===== src/hdl/mct_pkg.sv =====
`default_nettype none

package mct_pkg;

    // Default structural parameters
    localparam int DEFAULT_CLOCKS_PER_BEAT = 24;
    localparam int DEFAULT_TIME_BITS       = 48;

    // Field widths
    localparam int BPM_W      = 17;
    localparam int ALPHA_W    = 9;
    localparam int THR_W      = 16;
    localparam int TMO_W      = 24;
    localparam int STAMP_W    = 48;
    localparam int BYTE_W     = 8;
    localparam int CFG_ADDR_W = 3;
    localparam int CFG_DATA_W = 24;
    localparam int IN_DATA_W  = 56;
    localparam int OUT_DATA_W = 40;
    localparam int PROD_W     = ALPHA_W + BPM_W;

    // Raw tempo numerator: 60e6 us per minute in Q26.8
    localparam int                DIVIDEND_W    = 34;
    localparam logic [DIVIDEND_W-1:0] RAW_NUMERATOR = 34'd15360000000;

    // Full weight in Q1.8
    localparam logic [ALPHA_W-1:0] ALPHA_ONE = 9'd256;

    // Depth of the queue between front and back
    localparam int QUEUE_DEPTH = 4;

    // Register reset values
    localparam logic [BPM_W-1:0]   MIN_BPM_RST      = 17'd10240;
    localparam logic [BPM_W-1:0]   MAX_BPM_RST      = 17'd76800;
    localparam logic [ALPHA_W-1:0] ALPHA_STEADY_RST = 9'd51;
    localparam logic [ALPHA_W-1:0] ALPHA_CHANGE_RST = 9'd230;
    localparam logic [THR_W-1:0]   THRESHOLD_RST    = 16'd1311;
    localparam logic [BPM_W-1:0]   DEFAULT_BPM_RST  = 17'd30720;
    localparam logic [TMO_W-1:0]   TIMEOUT_RST      = 24'd1000000;

    // MIDI real-time status bytes
    localparam logic [BYTE_W-1:0] RT_CLOCK    = 8'hF8;
    localparam logic [BYTE_W-1:0] RT_START    = 8'hFA;
    localparam logic [BYTE_W-1:0] RT_CONTINUE = 8'hFB;
    localparam logic [BYTE_W-1:0] RT_STOP     = 8'hFC;

    typedef enum logic [2:0] {
        KIND_NONE     = 3'd0,
        KIND_CLOCK    = 3'd1,
        KIND_START    = 3'd2,
        KIND_CONTINUE = 3'd3,
        KIND_STOP     = 3'd4
    } t_kind;

    typedef enum logic [CFG_ADDR_W-1:0] {
        REG_MIN_BPM      = 3'd0,
        REG_MAX_BPM      = 3'd1,
        REG_ALPHA_STEADY = 3'd2,
        REG_ALPHA_CHANGE = 3'd3,
        REG_THRESHOLD    = 3'd4,
        REG_DEFAULT_BPM  = 3'd5,
        REG_TIMEOUT      = 3'd6
    } t_cfg_reg;

    typedef struct packed {
        logic [BPM_W-1:0]   min_bpm;
        logic [BPM_W-1:0]   max_bpm;
        logic [ALPHA_W-1:0] alpha_steady;
        logic [ALPHA_W-1:0] alpha_change;
        logic [THR_W-1:0]   chg_thresh;
        logic [BPM_W-1:0]   default_bpm;
        logic [TMO_W-1:0]   active_timeout;
    } t_cfg;

    // Classified request tag carried through the queue
    typedef struct packed {
        logic  tempo_reset;
        t_kind kind;
    } t_tag;

endpackage

`default_nettype wire


===== src/hdl/mct_queue.sv =====
`default_nettype none

module mct_queue #(
    parameter int WIDTH = 8,
    parameter int DEPTH = 4
) (
    input  wire logic             i_clk,
    input  wire logic             i_rst_n,
    input  wire logic             i_push,
    input  wire logic [WIDTH-1:0] i_data,
    output logic                  o_full,
    input  wire logic             i_pop,
    output logic                  o_valid,
    output logic [WIDTH-1:0]      o_data
);

    localparam int PTR_W = (DEPTH > 1) ? $clog2(DEPTH) : 1;
    localparam int CNT_W = $clog2(DEPTH + 1);

    logic [WIDTH-1:0] r_mem [DEPTH];
    logic [PTR_W-1:0] r_wr_ptr;
    logic [PTR_W-1:0] r_rd_ptr;
    logic [CNT_W-1:0] r_count;
    logic             w_push;
    logic             w_pop;

    assign o_full  = (r_count == CNT_W'(DEPTH));
    assign o_valid = (r_count != '0);
    assign o_data  = r_mem[r_rd_ptr];
    assign w_push  = i_push && !o_full;
    assign w_pop   = i_pop && o_valid;

    // Store incoming request
    always_ff @(posedge i_clk) begin
        if (w_push) begin
            r_mem[r_wr_ptr] <= i_data;
        end
    end

    // Advance pointers and track fill level
    always_ff @(posedge i_clk) begin
        if (!i_rst_n) begin
            r_wr_ptr <= '0;
            r_rd_ptr <= '0;
            r_count  <= '0;
        end else begin
            if (w_push) begin
                r_wr_ptr <= (r_wr_ptr == PTR_W'(DEPTH - 1)) ? '0 : r_wr_ptr + PTR_W'(1);
            end
            if (w_pop) begin
                r_rd_ptr <= (r_rd_ptr == PTR_W'(DEPTH - 1)) ? '0 : r_rd_ptr + PTR_W'(1);
            end
            if (w_push && !w_pop) begin
                r_count <= r_count + CNT_W'(1);
            end else if (w_pop && !w_push) begin
                r_count <= r_count - CNT_W'(1);
            end
        end
    end

endmodule

`default_nettype wire


===== src/hdl/mct_front.sv =====
`default_nettype none

module mct_front
    import mct_pkg::*;
#(
    parameter int TIME_BITS = DEFAULT_TIME_BITS
) (
    input  wire logic                 i_s_tvalid,
    output logic                      o_s_tready,
    input  wire logic [IN_DATA_W-1:0] i_s_tdata,  // [7:0] midi_byte, [55:8] timestamp_us
    input  wire logic [0:0]           i_s_tuser,  // [0] mode
    input  wire logic                 i_full,
    output logic                      o_push,
    output t_tag                      o_tag,
    output logic [TIME_BITS-1:0]      o_time
);

    logic [BYTE_W-1:0]  w_byte;
    logic [STAMP_W-1:0] w_stamp;
    t_kind              w_kind;

    assign w_byte  = i_s_tdata[BYTE_W-1:0];
    assign w_stamp = i_s_tdata[BYTE_W +: STAMP_W];

    // Classify real-time bytes
    always_comb begin
        case (w_byte)
            RT_CLOCK:    w_kind = KIND_CLOCK;
            RT_START:    w_kind = KIND_START;
            RT_CONTINUE: w_kind = KIND_CONTINUE;
            RT_STOP:     w_kind = KIND_STOP;
            default:     w_kind = KIND_NONE;
        endcase
    end

    // Tempo reset request carries no message
    assign o_tag.tempo_reset = i_s_tuser[0];
    assign o_tag.kind        = i_s_tuser[0] ? KIND_NONE : w_kind;
    assign o_time            = TIME_BITS'(w_stamp);

    assign o_s_tready = !i_full;
    assign o_push     = i_s_tvalid && !i_full;

endmodule

`default_nettype wire


===== src/hdl/mct_div.sv =====
`default_nettype none

module mct_div
    import mct_pkg::*;
#(
    parameter int TIME_BITS = DEFAULT_TIME_BITS
) (
    input  wire logic                 i_clk,
    input  wire logic                 i_rst_n,
    input  wire logic                 i_start,
    input  wire logic [TIME_BITS-1:0] i_divisor,
    output logic                      o_done,
    output logic [DIVIDEND_W-1:0]     o_quot
);

    localparam int STEP_W = $clog2(DIVIDEND_W + 1);

    logic                  r_busy;
    logic                  r_done;
    logic [STEP_W-1:0]     r_step;
    logic [TIME_BITS-1:0]  r_div;
    logic [TIME_BITS-1:0]  r_rem;
    logic [DIVIDEND_W-1:0] r_quo;
    logic [TIME_BITS:0]    w_rem_sh;
    logic [TIME_BITS:0]    w_rem_sub;
    logic                  w_ge;

    // One restoring step: shift in the next dividend bit, subtract if it fits
    assign w_rem_sh  = {r_rem, r_quo[DIVIDEND_W-1]};
    assign w_ge      = (w_rem_sh >= {1'b0, r_div});
    assign w_rem_sub = w_rem_sh - {1'b0, r_div};

    always_ff @(posedge i_clk) begin
        if (i_start) begin
            r_div <= i_divisor;
            r_rem <= '0;
            r_quo <= RAW_NUMERATOR;
        end else if (r_busy) begin
            r_rem <= w_ge ? w_rem_sub[TIME_BITS-1:0] : w_rem_sh[TIME_BITS-1:0];
            r_quo <= {r_quo[DIVIDEND_W-2:0], w_ge};
        end
    end

    // Step counter, one quotient bit per cycle
    always_ff @(posedge i_clk) begin
        if (!i_rst_n) begin
            r_busy <= 1'b0;
            r_done <= 1'b0;
            r_step <= '0;
        end else begin
            r_done <= 1'b0;
            if (i_start) begin
                r_busy <= 1'b1;
                r_step <= '0;
            end else if (r_busy) begin
                r_step <= r_step + STEP_W'(1);
                if (r_step == STEP_W'(DIVIDEND_W - 1)) begin
                    r_busy <= 1'b0;
                    r_done <= 1'b1;
                end
            end
        end
    end

    assign o_done = r_done;
    assign o_quot = r_quo;

endmodule

`default_nettype wire


===== src/hdl/mct_back.sv =====
`default_nettype none

module mct_back
    import mct_pkg::*;
#(
    parameter int CLOCKS_PER_BEAT = DEFAULT_CLOCKS_PER_BEAT,
    parameter int TIME_BITS       = DEFAULT_TIME_BITS
) (
    input  wire logic                 i_clk,
    input  wire logic                 i_rst_n,
    input  wire t_cfg                 i_cfg,
    input  wire logic                 i_q_valid,
    output logic                      o_q_pop,
    input  wire t_tag                 i_q_tag,
    input  wire logic [TIME_BITS-1:0] i_q_time,
    output logic                      o_m_tvalid,
    input  wire logic                 i_m_tready,
    output logic [OUT_DATA_W-1:0]     o_m_tdata,
    output logic [2:0]                o_m_tuser
);

    localparam int CNT_W = $clog2(CLOCKS_PER_BEAT + 1);
    localparam int MUL_W = BPM_W + THR_W;

    typedef enum logic [6:0] {
        S_IDLE = 7'b0000001,
        S_DIV  = 7'b0000010,
        S_CHK  = 7'b0000100,
        S_CMP  = 7'b0001000,
        S_MUL  = 7'b0010000,
        S_SUM  = 7'b0100000,
        S_OUT  = 7'b1000000
    } t_state;

    t_state                r_state;
    t_state                n_state;
    logic                  r_latched;
    logic [TIME_BITS-1:0]  r_latch_time;
    logic [CNT_W-1:0]      r_cnt;
    logic [BPM_W-1:0]      r_smooth;
    logic [BPM_W-1:0]      r_raw_held;
    logic                  r_ready;
    logic [TIME_BITS-1:0]  r_now;
    t_kind                 r_kind;
    logic [BPM_W-1:0]      r_raw;
    logic [BPM_W-1:0]      r_diff;
    logic [MUL_W-1:0]      r_thr_prod;
    logic [ALPHA_W-1:0]    r_alpha;
    logic [PROD_W-1:0]     r_p1;
    logic [PROD_W-1:0]     r_p2;
    logic                  r_o_valid;
    logic [OUT_DATA_W-1:0] r_o_data;
    logic [2:0]            r_o_user;

    logic                  w_pop;
    logic [CNT_W-1:0]      w_cnt_inc;
    logic                  w_beat;
    logic [TIME_BITS-1:0]  w_interval;
    logic                  w_measure;
    logic                  w_div_start;
    logic                  w_div_done;
    logic [DIVIDEND_W-1:0] w_quot;
    logic                  w_in_range;
    logic [BPM_W-1:0]      w_quot_lo;
    logic                  w_large;
    logic [ALPHA_W-1:0]    w_alpha_sel;
    logic [PROD_W:0]       w_sum;
    logic [TIME_BITS-1:0]  w_elapsed;
    logic                  w_active;
    logic                  w_out_free;

    // Request decode in idle
    assign w_pop       = (r_state == S_IDLE) && i_q_valid;
    assign o_q_pop     = w_pop;
    assign w_cnt_inc   = r_cnt + CNT_W'(1);
    assign w_beat      = (w_cnt_inc >= CNT_W'(CLOCKS_PER_BEAT));
    assign w_interval  = i_q_time - r_latch_time;
    assign w_measure   = !i_q_tag.tempo_reset && (i_q_tag.kind == KIND_CLOCK)
                         && r_latched && w_beat;
    assign w_div_start = w_pop && w_measure && (w_interval != '0);

    mct_div #(
        .TIME_BITS (TIME_BITS)
    ) u_div (
        .i_clk     (i_clk),
        .i_rst_n   (i_rst_n),
        .i_start   (w_div_start),
        .i_divisor (w_interval),
        .o_done    (w_div_done),
        .o_quot    (w_quot)
    );

    // Range test and blend arithmetic
    assign w_in_range  = !(w_quot < DIVIDEND_W'(i_cfg.min_bpm))
                         && !(w_quot > DIVIDEND_W'(i_cfg.max_bpm));
    assign w_quot_lo   = w_quot[BPM_W-1:0];
    assign w_large     = (r_smooth == '0) || ({r_diff, 16'b0} > r_thr_prod);
    assign w_alpha_sel = w_large ? i_cfg.alpha_change : i_cfg.alpha_steady;
    assign w_sum       = {1'b0, r_p1} + {1'b0, r_p2};

    // Activity after the update
    assign w_elapsed  = r_now - r_latch_time;
    assign w_active   = r_latched && (w_elapsed < TIME_BITS'(i_cfg.active_timeout));
    assign w_out_free = !r_o_valid || i_m_tready;

    // Sequencer
    always_comb begin
        n_state = r_state;
        case (r_state)
            S_IDLE: begin
                if (w_pop) begin
                    n_state = w_div_start ? S_DIV : S_OUT;
                end
            end
            S_DIV: begin
                if (w_div_done) begin
                    n_state = S_CHK;
                end
            end
            S_CHK:   n_state = w_in_range ? S_CMP : S_OUT;
            S_CMP:   n_state = S_MUL;
            S_MUL:   n_state = S_SUM;
            S_SUM:   n_state = S_OUT;
            S_OUT: begin
                if (w_out_free) begin
                    n_state = S_IDLE;
                end
            end
            default: n_state = S_IDLE;
        endcase
    end

    always_ff @(posedge i_clk) begin
        if (!i_rst_n) begin
            r_state <= S_IDLE;
        end else begin
            r_state <= n_state;
        end
    end

    // Tempo state
    always_ff @(posedge i_clk) begin
        if (!i_rst_n) begin
            r_latched    <= 1'b0;
            r_latch_time <= '0;
            r_cnt        <= '0;
            r_smooth     <= DEFAULT_BPM_RST;
            r_raw_held   <= DEFAULT_BPM_RST;
            r_ready      <= 1'b0;
        end else begin
            if (w_pop) begin
                if (i_q_tag.tempo_reset) begin
                    r_smooth     <= i_cfg.default_bpm;
                    r_raw_held   <= i_cfg.default_bpm;
                    r_latched    <= 1'b0;
                    r_latch_time <= '0;
                    r_cnt        <= '0;
                    r_ready      <= 1'b0;
                end else if (i_q_tag.kind == KIND_START) begin
                    r_latched    <= 1'b0;
                    r_latch_time <= '0;
                    r_cnt        <= '0;
                    r_ready      <= 1'b0;
                end else if (i_q_tag.kind == KIND_CLOCK) begin
                    if (!r_latched) begin
                        r_latched    <= 1'b1;
                        r_latch_time <= i_q_time;
                        r_cnt        <= '0;
                    end else if (w_beat) begin
                        r_latch_time <= i_q_time;
                        r_cnt        <= '0;
                    end else begin
                        r_cnt <= w_cnt_inc;
                    end
                end
            end
            if (r_state == S_SUM) begin
                r_smooth   <= w_sum[BPM_W+7:8];
                r_raw_held <= r_raw;
                r_ready    <= 1'b1;
            end
        end
    end

    // Datapath registers
    always_ff @(posedge i_clk) begin
        if (w_pop) begin
            r_now  <= i_q_time;
            r_kind <= i_q_tag.kind;
        end
        if (r_state == S_CHK) begin
            r_raw      <= w_quot_lo;
            r_diff     <= (w_quot_lo > r_smooth) ? w_quot_lo - r_smooth
                                                 : r_smooth - w_quot_lo;
            r_thr_prod <= i_cfg.chg_thresh * r_smooth;
        end
        if (r_state == S_CMP) begin
            r_alpha <= (w_alpha_sel > ALPHA_ONE) ? ALPHA_ONE : w_alpha_sel;
        end
        if (r_state == S_MUL) begin
            r_p1 <= r_alpha * r_raw;
            r_p2 <= (ALPHA_ONE - r_alpha) * r_smooth;
        end
    end

    // Output register
    always_ff @(posedge i_clk) begin
        if (!i_rst_n) begin
            r_o_valid <= 1'b0;
        end else if (r_state == S_OUT && w_out_free) begin
            r_o_valid <= 1'b1;
        end else if (i_m_tready) begin
            r_o_valid <= 1'b0;
        end
    end

    always_ff @(posedge i_clk) begin
        if (r_state == S_OUT && w_out_free) begin
            r_o_data <= {4'b0, w_active, r_ready, r_raw_held, r_smooth};
            r_o_user <= r_kind;
        end
    end

    assign o_m_tvalid = r_o_valid;
    assign o_m_tdata  = r_o_data;
    assign o_m_tuser  = r_o_user;

    // The divider only runs on a nonzero interval
    a_div_nonzero: assert property (@(posedge i_clk) disable iff (!i_rst_n)
        w_div_start |-> (w_interval != '0))
        else $error("divider started on zero interval");

    // A measurement in flight implies a latched time
    a_div_latched: assert property (@(posedge i_clk) disable iff (!i_rst_n)
        (r_state == S_DIV) |-> r_latched)
        else $error("measurement without latched time");

    // A blend sets the ready flag
    a_blend_ready: assert property (@(posedge i_clk) disable iff (!i_rst_n)
        (r_state == S_SUM) |=> r_ready)
        else $error("ready flag not set after blend");

    // A tempo reset clears the latch and counter
    a_reset_clears: assert property (@(posedge i_clk) disable iff (!i_rst_n)
        (w_pop && i_q_tag.tempo_reset) |=> (!r_latched && r_cnt == '0 && !r_ready))
        else $error("tempo reset left state behind");

    // The stored clock count stays below one beat
    a_cnt_range: assert property (@(posedge i_clk) disable iff (!i_rst_n)
        r_cnt < CNT_W'(CLOCKS_PER_BEAT))
        else $error("clock counter past beat length");

endmodule

`default_nettype wire


===== src/hdl/midi_clock_tempo_tracker_core.sv =====
// Channel   Dir  Handshake              Payload
// s (req)   in   i_s_tvalid/o_s_tready  tdata: midi_byte, timestamp_us; tuser: mode
// m (res)   out  o_m_tvalid/i_m_tready  tdata: tempo, raw tempo, ready, active; tuser: kind
// cfg       in   i_cfg_valid/o_cfg_ready  i_cfg_addr register index, i_cfg_wdata value
//
// A request without a tempo measurement goes from idle straight to the output state.
// A beat-closing clock runs through the bit-serial divider (34 quotient bits,
// one per cycle), then range check and, if in range, compare, multiply and sum.
// The front queue takes up to 4 requests while a measurement runs or a result
// waits in the output register; o_s_tready drops once it is full.
// Reset (synchronous, active low) loads all register defaults; no clearing pass.
`default_nettype none

module midi_clock_tempo_tracker_core
    import mct_pkg::*;
#(
    parameter int CLOCKS_PER_BEAT = DEFAULT_CLOCKS_PER_BEAT,
    parameter int TIME_BITS       = DEFAULT_TIME_BITS
) (
    input  wire logic                  i_clk,
    input  wire logic                  i_rst_n,
    input  wire logic                  i_s_tvalid,
    output logic                       o_s_tready,
    input  wire logic [IN_DATA_W-1:0]  i_s_tdata,   // [7:0] midi_byte, [55:8] timestamp_us
    input  wire logic [0:0]            i_s_tuser,   // [0] mode
    output logic                       o_m_tvalid,
    input  wire logic                  i_m_tready,
    output logic [OUT_DATA_W-1:0]      o_m_tdata,   // [16:0] tempo_bpm, [33:17] raw_tempo_bpm,
                                                    // [34] tempo_valid, [35] clock_active,
                                                    // [39:36] zero
    output logic [2:0]                 o_m_tuser,   // [2:0] message_kind
    input  wire logic                  i_cfg_valid,
    output logic                       o_cfg_ready,
    input  wire logic [CFG_ADDR_W-1:0] i_cfg_addr,
    input  wire logic [CFG_DATA_W-1:0] i_cfg_wdata
);

    localparam int Q_W = $bits(t_tag) + TIME_BITS;

    t_cfg                 r_cfg;
    logic                 w_push;
    t_tag                 w_push_tag;
    logic [TIME_BITS-1:0] w_push_time;
    logic                 w_full;
    logic                 w_q_valid;
    logic                 w_q_pop;
    logic [Q_W-1:0]       w_q_data;
    t_tag                 w_q_tag;
    logic [TIME_BITS-1:0] w_q_time;

    // Configuration registers, always writable
    assign o_cfg_ready = 1'b1;

    always_ff @(posedge i_clk) begin
        if (!i_rst_n) begin
            r_cfg.min_bpm        <= MIN_BPM_RST;
            r_cfg.max_bpm        <= MAX_BPM_RST;
            r_cfg.alpha_steady   <= ALPHA_STEADY_RST;
            r_cfg.alpha_change   <= ALPHA_CHANGE_RST;
            r_cfg.chg_thresh     <= THRESHOLD_RST;
            r_cfg.default_bpm    <= DEFAULT_BPM_RST;
            r_cfg.active_timeout <= TIMEOUT_RST;
        end else if (i_cfg_valid) begin
            case (i_cfg_addr)
                REG_MIN_BPM:      r_cfg.min_bpm        <= i_cfg_wdata[BPM_W-1:0];
                REG_MAX_BPM:      r_cfg.max_bpm        <= i_cfg_wdata[BPM_W-1:0];
                REG_ALPHA_STEADY: r_cfg.alpha_steady   <= i_cfg_wdata[ALPHA_W-1:0];
                REG_ALPHA_CHANGE: r_cfg.alpha_change   <= i_cfg_wdata[ALPHA_W-1:0];
                REG_THRESHOLD:    r_cfg.chg_thresh     <= i_cfg_wdata[THR_W-1:0];
                REG_DEFAULT_BPM:  r_cfg.default_bpm    <= i_cfg_wdata[BPM_W-1:0];
                REG_TIMEOUT:      r_cfg.active_timeout <= i_cfg_wdata[TMO_W-1:0];
                default: ;
            endcase
        end
    end

    mct_front #(
        .TIME_BITS (TIME_BITS)
    ) u_front (
        .i_s_tvalid (i_s_tvalid),
        .o_s_tready (o_s_tready),
        .i_s_tdata  (i_s_tdata),
        .i_s_tuser  (i_s_tuser),
        .i_full     (w_full),
        .o_push     (w_push),
        .o_tag      (w_push_tag),
        .o_time     (w_push_time)
    );

    mct_queue #(
        .WIDTH (Q_W),
        .DEPTH (QUEUE_DEPTH)
    ) u_queue (
        .i_clk   (i_clk),
        .i_rst_n (i_rst_n),
        .i_push  (w_push),
        .i_data  ({w_push_tag, w_push_time}),
        .o_full  (w_full),
        .i_pop   (w_q_pop),
        .o_valid (w_q_valid),
        .o_data  (w_q_data)
    );

    assign w_q_tag  = w_q_data[Q_W-1 -: $bits(t_tag)];
    assign w_q_time = w_q_data[TIME_BITS-1:0];

    mct_back #(
        .CLOCKS_PER_BEAT (CLOCKS_PER_BEAT),
        .TIME_BITS       (TIME_BITS)
    ) u_back (
        .i_clk      (i_clk),
        .i_rst_n    (i_rst_n),
        .i_cfg      (r_cfg),
        .i_q_valid  (w_q_valid),
        .o_q_pop    (w_q_pop),
        .i_q_tag    (w_q_tag),
        .i_q_time   (w_q_time),
        .o_m_tvalid (o_m_tvalid),
        .i_m_tready (i_m_tready),
        .o_m_tdata  (o_m_tdata),
        .o_m_tuser  (o_m_tuser)
    );

endmodule

`default_nettype wire

===== config.mk =====
export PLATFORM = sky130hd
export DESIGN_NAME = midi_clock_tempo_tracker_core
export DESIGN_NICKNAME = d
export VERILOG_FILES = /design/src/hdl/mct_pkg.sv /design/src/hdl/mct_queue.sv /design/src/hdl/mct_front.sv /design/src/hdl/mct_div.sv /design/src/hdl/mct_back.sv /design/src/hdl/midi_clock_tempo_tracker_core.sv
export SDC_FILE = /design/constraint.sdc
export NUM_CORES = 2
export LEC_CHECK = 0
export BUFFER_PORTS_ARGS = -buffer_cell sky130_fd_sc_hd__buf_2
export CAP_MARGIN = 20
export CORE_MARGIN = 10
export CORE_UTILIZATION = 30
export CTS_CLUSTER_DIAMETER = 100
export DETAILED_ROUTE_END_ITERATION = 8
export GPL_ROUTABILITY_DRIVEN = 0
export PLACE_DENSITY = 0.55
export SLEW_MARGIN = 30
export SYNTH_ARGS = -nofsm -noshare
export SYNTH_HDL_FRONTEND = slang
export SYNTH_SLANG_ARGS = --single-unit

===== constraint.sdc =====
create_clock -name i_clk -period 8.81 [get_ports i_clk]
set_input_delay 0.881 -clock i_clk [delete_from_list [all_inputs] [get_ports i_clk]]
set_output_delay 0.881 -clock i_clk [all_outputs]
set_load 0.005 [all_outputs]

==> metrics.md <==
| Metric | Value |
|---|---|
| Status | `finished, final reports clean` |
| Via count | `43.7k` |
| XOR/XNOR Fraction of Synth Area | `3.56%` |
| Shortest period the worst path allows | `7.78 ns` |
| Worst reg2reg path depth | `24` |
| Crit Path Max Fanout | `13` |
| Worst Setup Path Type | `flop to flop` |
| CP Capture Type | `flop` |
| Required time worst endpoint | `9.24 ns` |
| Cells along the critical path | `or4_1, nor4_1, a21boi_1, buf_4, and2_1, inv_1, fa_1, inv_1, fa_1, xnor2_1, xnor2_1, fa_1, fa_1, inv_1, fa_1, inv_1, ha_1, nand3_1, nand2_1, a41o_1, or4_1, a31o_2, a21oi_1, xnor2_1` |
| Vias in the first global route | `44.7k` |
| Clk root buf | `clkbuf_16` |
| Hold Crit Class | `primary input to flop` |
| Pre-antenna DRT Iters | `5` |
| Overall Power | `20000 uW` |
| Synth Register Bits | `777` |
| Clk_skew | `0.0525 ns` |
| Core footprint | `199000 um2` |
| Nets | `7214` |
| Initial antenna violation count | `33` |
| ANT nets after route | `0` |
| Critical Path Stages | `24` |
| Rel. slew slack | `31.9%` |
| Leakage power | `0.0286 uW` |
| Post-cts resize count | `0` |
| WP buf/inv | `5` |
| Multiplexer share of the synthesized area | `3.41%` |
| Gr usage total | `15.4%` |
| Sequential share of power | `24.5%` |
| WHS Path Cells | `1` |
| Cell Rows | `164` |
| Die Span X | `467 um` |
| Final setup violating endpoints | `0` |
| Vias per inst | `4.92` |
| Design Area, Final | `66900 um2` |
| Metal1 wirelength | `74.9 mm` |
| Main combinational cell family by area after synthesis | `adder cells` |
| Die area | `219000 um2` |
| DP HPWL | `131 mm` |
| Max rail drop VDD | `0.480 mV` |
| Primary FF master, synth | `edfxtp_1` |
| Clk buf depth | `3` |
| Family with the most delay on the worst path | `adder cells` |
| Slew @ Worst Pin | `1.01 ns` |
| Simple-Gate Fraction of Synth Area | `14.0%` |
| CP dominant cell by count | `fa_1` |
| Post-synthesis cell type count | `98` |
| Ports | `135` |
| First-pass GRT wire length | `265 mm` |
| Int Power | `11600 uW` |
| Fillers | `20.4k` |
| Wire length per cell | `19.3 um` |
| Max stage delay cell, worst path | `xnor2_1` |
| Register-to-register setup slack | `1.03 ns` |
| Area grow syn2layout | `11.3%` |
| Share of flip-flops with an asynchronous set or reset | `0%` |
| Setup TNS | `0 ns` |
| Clock-pin slew on the worst setup and hold paths | `0.06 ns` |
| Hold Vio Cnt, Final | `0` |
| Power Dens Cells | `299 nW/um2` |
| Mapped Cells | `6107` |
| DP Worst Slack | `1.06 ns` |
| Worst setup SP type | `flop` |
| Slack of the critical path | `1.03 ns` |
| Seq/Total Area, Yosys | `33.8%` |
| Syn_area_per_cell | `9.84 um2` |
| DRT iter0 DRCs | `2912` |
| Clock share of power | `19.6%` |
| Logic pwr share | `55.9%` |
| Crit share post-route | `88.3%` |
| TritonCTS clock tree | `done` |
| Drt total wl | `171 mm` |
| Cell Area, Synth | `60100 um2` |
| DR WL met3 | `9.71 mm` |
| Post-CTS setup repair buffer count | `0` |
| Pin count of the biggest net entering global routing | `86` |
| CP peak stage delay | `0.68 ns` |
| Yosys warns | `0` |
| Max-slew violations | `0` |
| Gr ovfl total | `0` |
| Final core occ | `33.5%` |
| Initial Utilization | `30.1%` |
| Skew-Pair Late Insertion Delay | `0.73 ns` |
| Met2 WL | `80.2 mm` |
| RSZ-0062 raised after global routing | `false` |
| Complex-gate fraction of the synthesized area | `11.6%` |
| Placed cell area | `63800 um2` |
| Clock sinks | `777` |
| Number of flops mapped to enable cells by yosys | `472` |
| P_sw | `8400 uW` |
| Hold Buf Count CTS | `0` |
| Fmax | `129 MHz` |
| Top sig layer | `met5` |
| DRC errors left | `0` |
| DIE HEIGHT | `467 um` |
| Buffers on Ports | `129` |
| Worst Path Arrival | `8.20 ns` |
| Share of layout cells above drive strength 1 | `7.79%` |
| # H-tree levels | `3` |
| Net Sw Frac | `42.0%` |
| Post-Synth Adder-Cell Area | `26.6%` |
| Max cap viols | `0` |
| Cts bufs inserted | `86` |
-- metrics by stage --
stage | std cells | hold slack, ns
after global routing | 8871 | 0.323
after detailed placement | 8710 | 0.410
after floorplan | 6110 | 0.400
final | 8873 | 0.355
after global placement | 8710 | 0.404
after CTS | 8870 | 0.291
-- cells in the mapped netlist (27+ instances only) --
| master | n | share of area, % |
|---|---|---|
| a211oi_1 | 55 | 0.69 |
| a21o_1 | 106 | 1.3 |
| a21oi_1 | 345 | 2.9 |
| a22o_1 | 48 | 0.70 |
| a31oi_1 | 32 | 0.33 |
| and2_1 | 268 | 2.8 |
| and3_1 | 27 | 0.28 |
| clkbuf_1 | 245 | 1.5 |
| dfxtp_1 | 305 | 10 |
| edfxtp_1 | 472 | 24 |
| fa_1 | 490 | 16 |
| ha_1 | 493 | 10 |
| inv_1 | 849 | 5.3 |
| mux2i_1 | 80 | 1.3 |
| mux4_2 | 52 | 1.9 |
| nand2_1 | 774 | 4.8 |
| nand2b_1 | 39 | 0.41 |
| nand3_1 | 77 | 0.64 |
| nand4_1 | 51 | 0.53 |
| nor2_1 | 292 | 1.8 |
| nor2b_1 | 46 | 0.48 |
| nor3_1 | 74 | 0.62 |
| nor4_1 | 35 | 0.36 |
| o211ai_1 | 37 | 0.46 |
| o21a_1 | 53 | 0.66 |
| o21ai_0 | 174 | 1.4 |
| o21bai_1 | 34 | 0.42 |
| xnor2_1 | 154 | 2.2 |
| xor2_1 | 90 | 1.3 |
-- cell usage in the layout, fill, tap and decap left out, types with 15 or more instances in the layout --
cell	instances
xor2_1	90
mux4_2	52
nand4_1	51
a21oi_1	344
a22o_1	48
o21a_1	53
fa_1	490
a21boi_0	16
dfxtp_1	302
clkbuf_16	91
buf_4	85
o31ai_1	15
o211ai_1	37
mux2i_1	80
and2_1	267
or2_2	18
nor4_1	35
clkbuf_1	23
a21o_1	106
inv_1	847
nor2b_1	45
o21ai_0	174
edfxtp_1	472
and3_1	23
a31oi_1	31
ha_1	493
o21bai_1	34
a211oi_1	55
nor2_1	289
xnor2_1	154
nand3_1	76
nor3_1	72
buf_2	129
nand2b_1	39
nand2_1	774
-- worst paths after layout --
path                                     to                            start
min          u_queue.r_mem[0][23]$_DFFE_PP_                    i_s_tdata[31]
max reg2reg       u_back.r_p2[24]$_DFFE_PP_  u_back.r_alpha[3]$_SDFFCE_PN0P_
min reg2reg   u_back.o_m_tuser[0]$_DFFE_PP_       u_back.r_kind[0]$_DFFE_PP_
max               u_back.r_p2[24]$_DFFE_PP_  u_back.r_alpha[3]$_SDFFCE_PN0P_
-- logic make-up after synthesis --
group,Yosys count
other,2
AND/OR/NAND/NOR,1777
XOR/XNOR,244
multiplexers,139
buffers and inverters,1122
adder cells (fa/ha/maj),983
flip-flops,777
AO/OA/AOI/OAI,1063
-- power groups by stage --
| stage | combinational (uW) | sequential (uW) | clock, uW |
|---|---|---|---|
| after CTS | 11300 | 4890 | 4020 |
| after detailed placement | 11200 | 4970 | 0 |
| after floorplan | 8570 | 4820 | 0 |
| after global placement | 11100 | 4960 | 0 |
| final | 11200 | 4890 | 3920 |
| after global routing | 12700 | 4920 | 4160 |
-- state kept, by name, summed over array words and instances (netlist names), 3 cells and up, named ones only --
register / flops
r_cfg: 109
u_back.u_div.r_step: 6
u_queue.r_mem: 208
u_back.u_div.o_quot: 34
u_back.r_p2: 25
u_back.r_diff: 17
u_back.o_m_tuser: 3
u_back.u_div.r_div: 48
u_queue.r_count: 3
u_back.r_now: 48
u_back.r_alpha: 9
u_back.r_state: 7
u_back.r_thr_prod: 33
u_back.r_cnt: 5
u_back.r_p1: 25
u_back.r_smooth: 17
u_back.r_latch_time: 48
u_back.o_m_tdata: 36
u_back.u_div.r_rem: 48
u_back.r_raw_held: 17
u_back.r_kind: 3
u_back.r_raw: 17
-- cell type report --
type / count / area (um2) / share of cell area [%]
Multi-Input combinational cell: 4211 / 35700 / 53.3
Sequential cell: 777 / 20300 / 30.3
Inverter: 849 / 3190 / 4.77
Clock buffer: 121 / 2460 / 3.68
Tap cell: 2656 / 3320 / 4.97
Antenna cell: 3 / 7.51 / 0.0112
Clock inverter: 39 / 598 / 0.895
Timing Repair Buffer: 217 / 1340 / 2.00
-- routing by layer --
metal | vias to the layer above | global-route usage [%]
li1 | 20600 | -
met1 | 21500 | 20.3
met2 | 1171 | 25.7
met3 | 315 | 2.66
met4 | 16 | 5.14
met5 | - | 0
(Power assumes the default switching activity.)
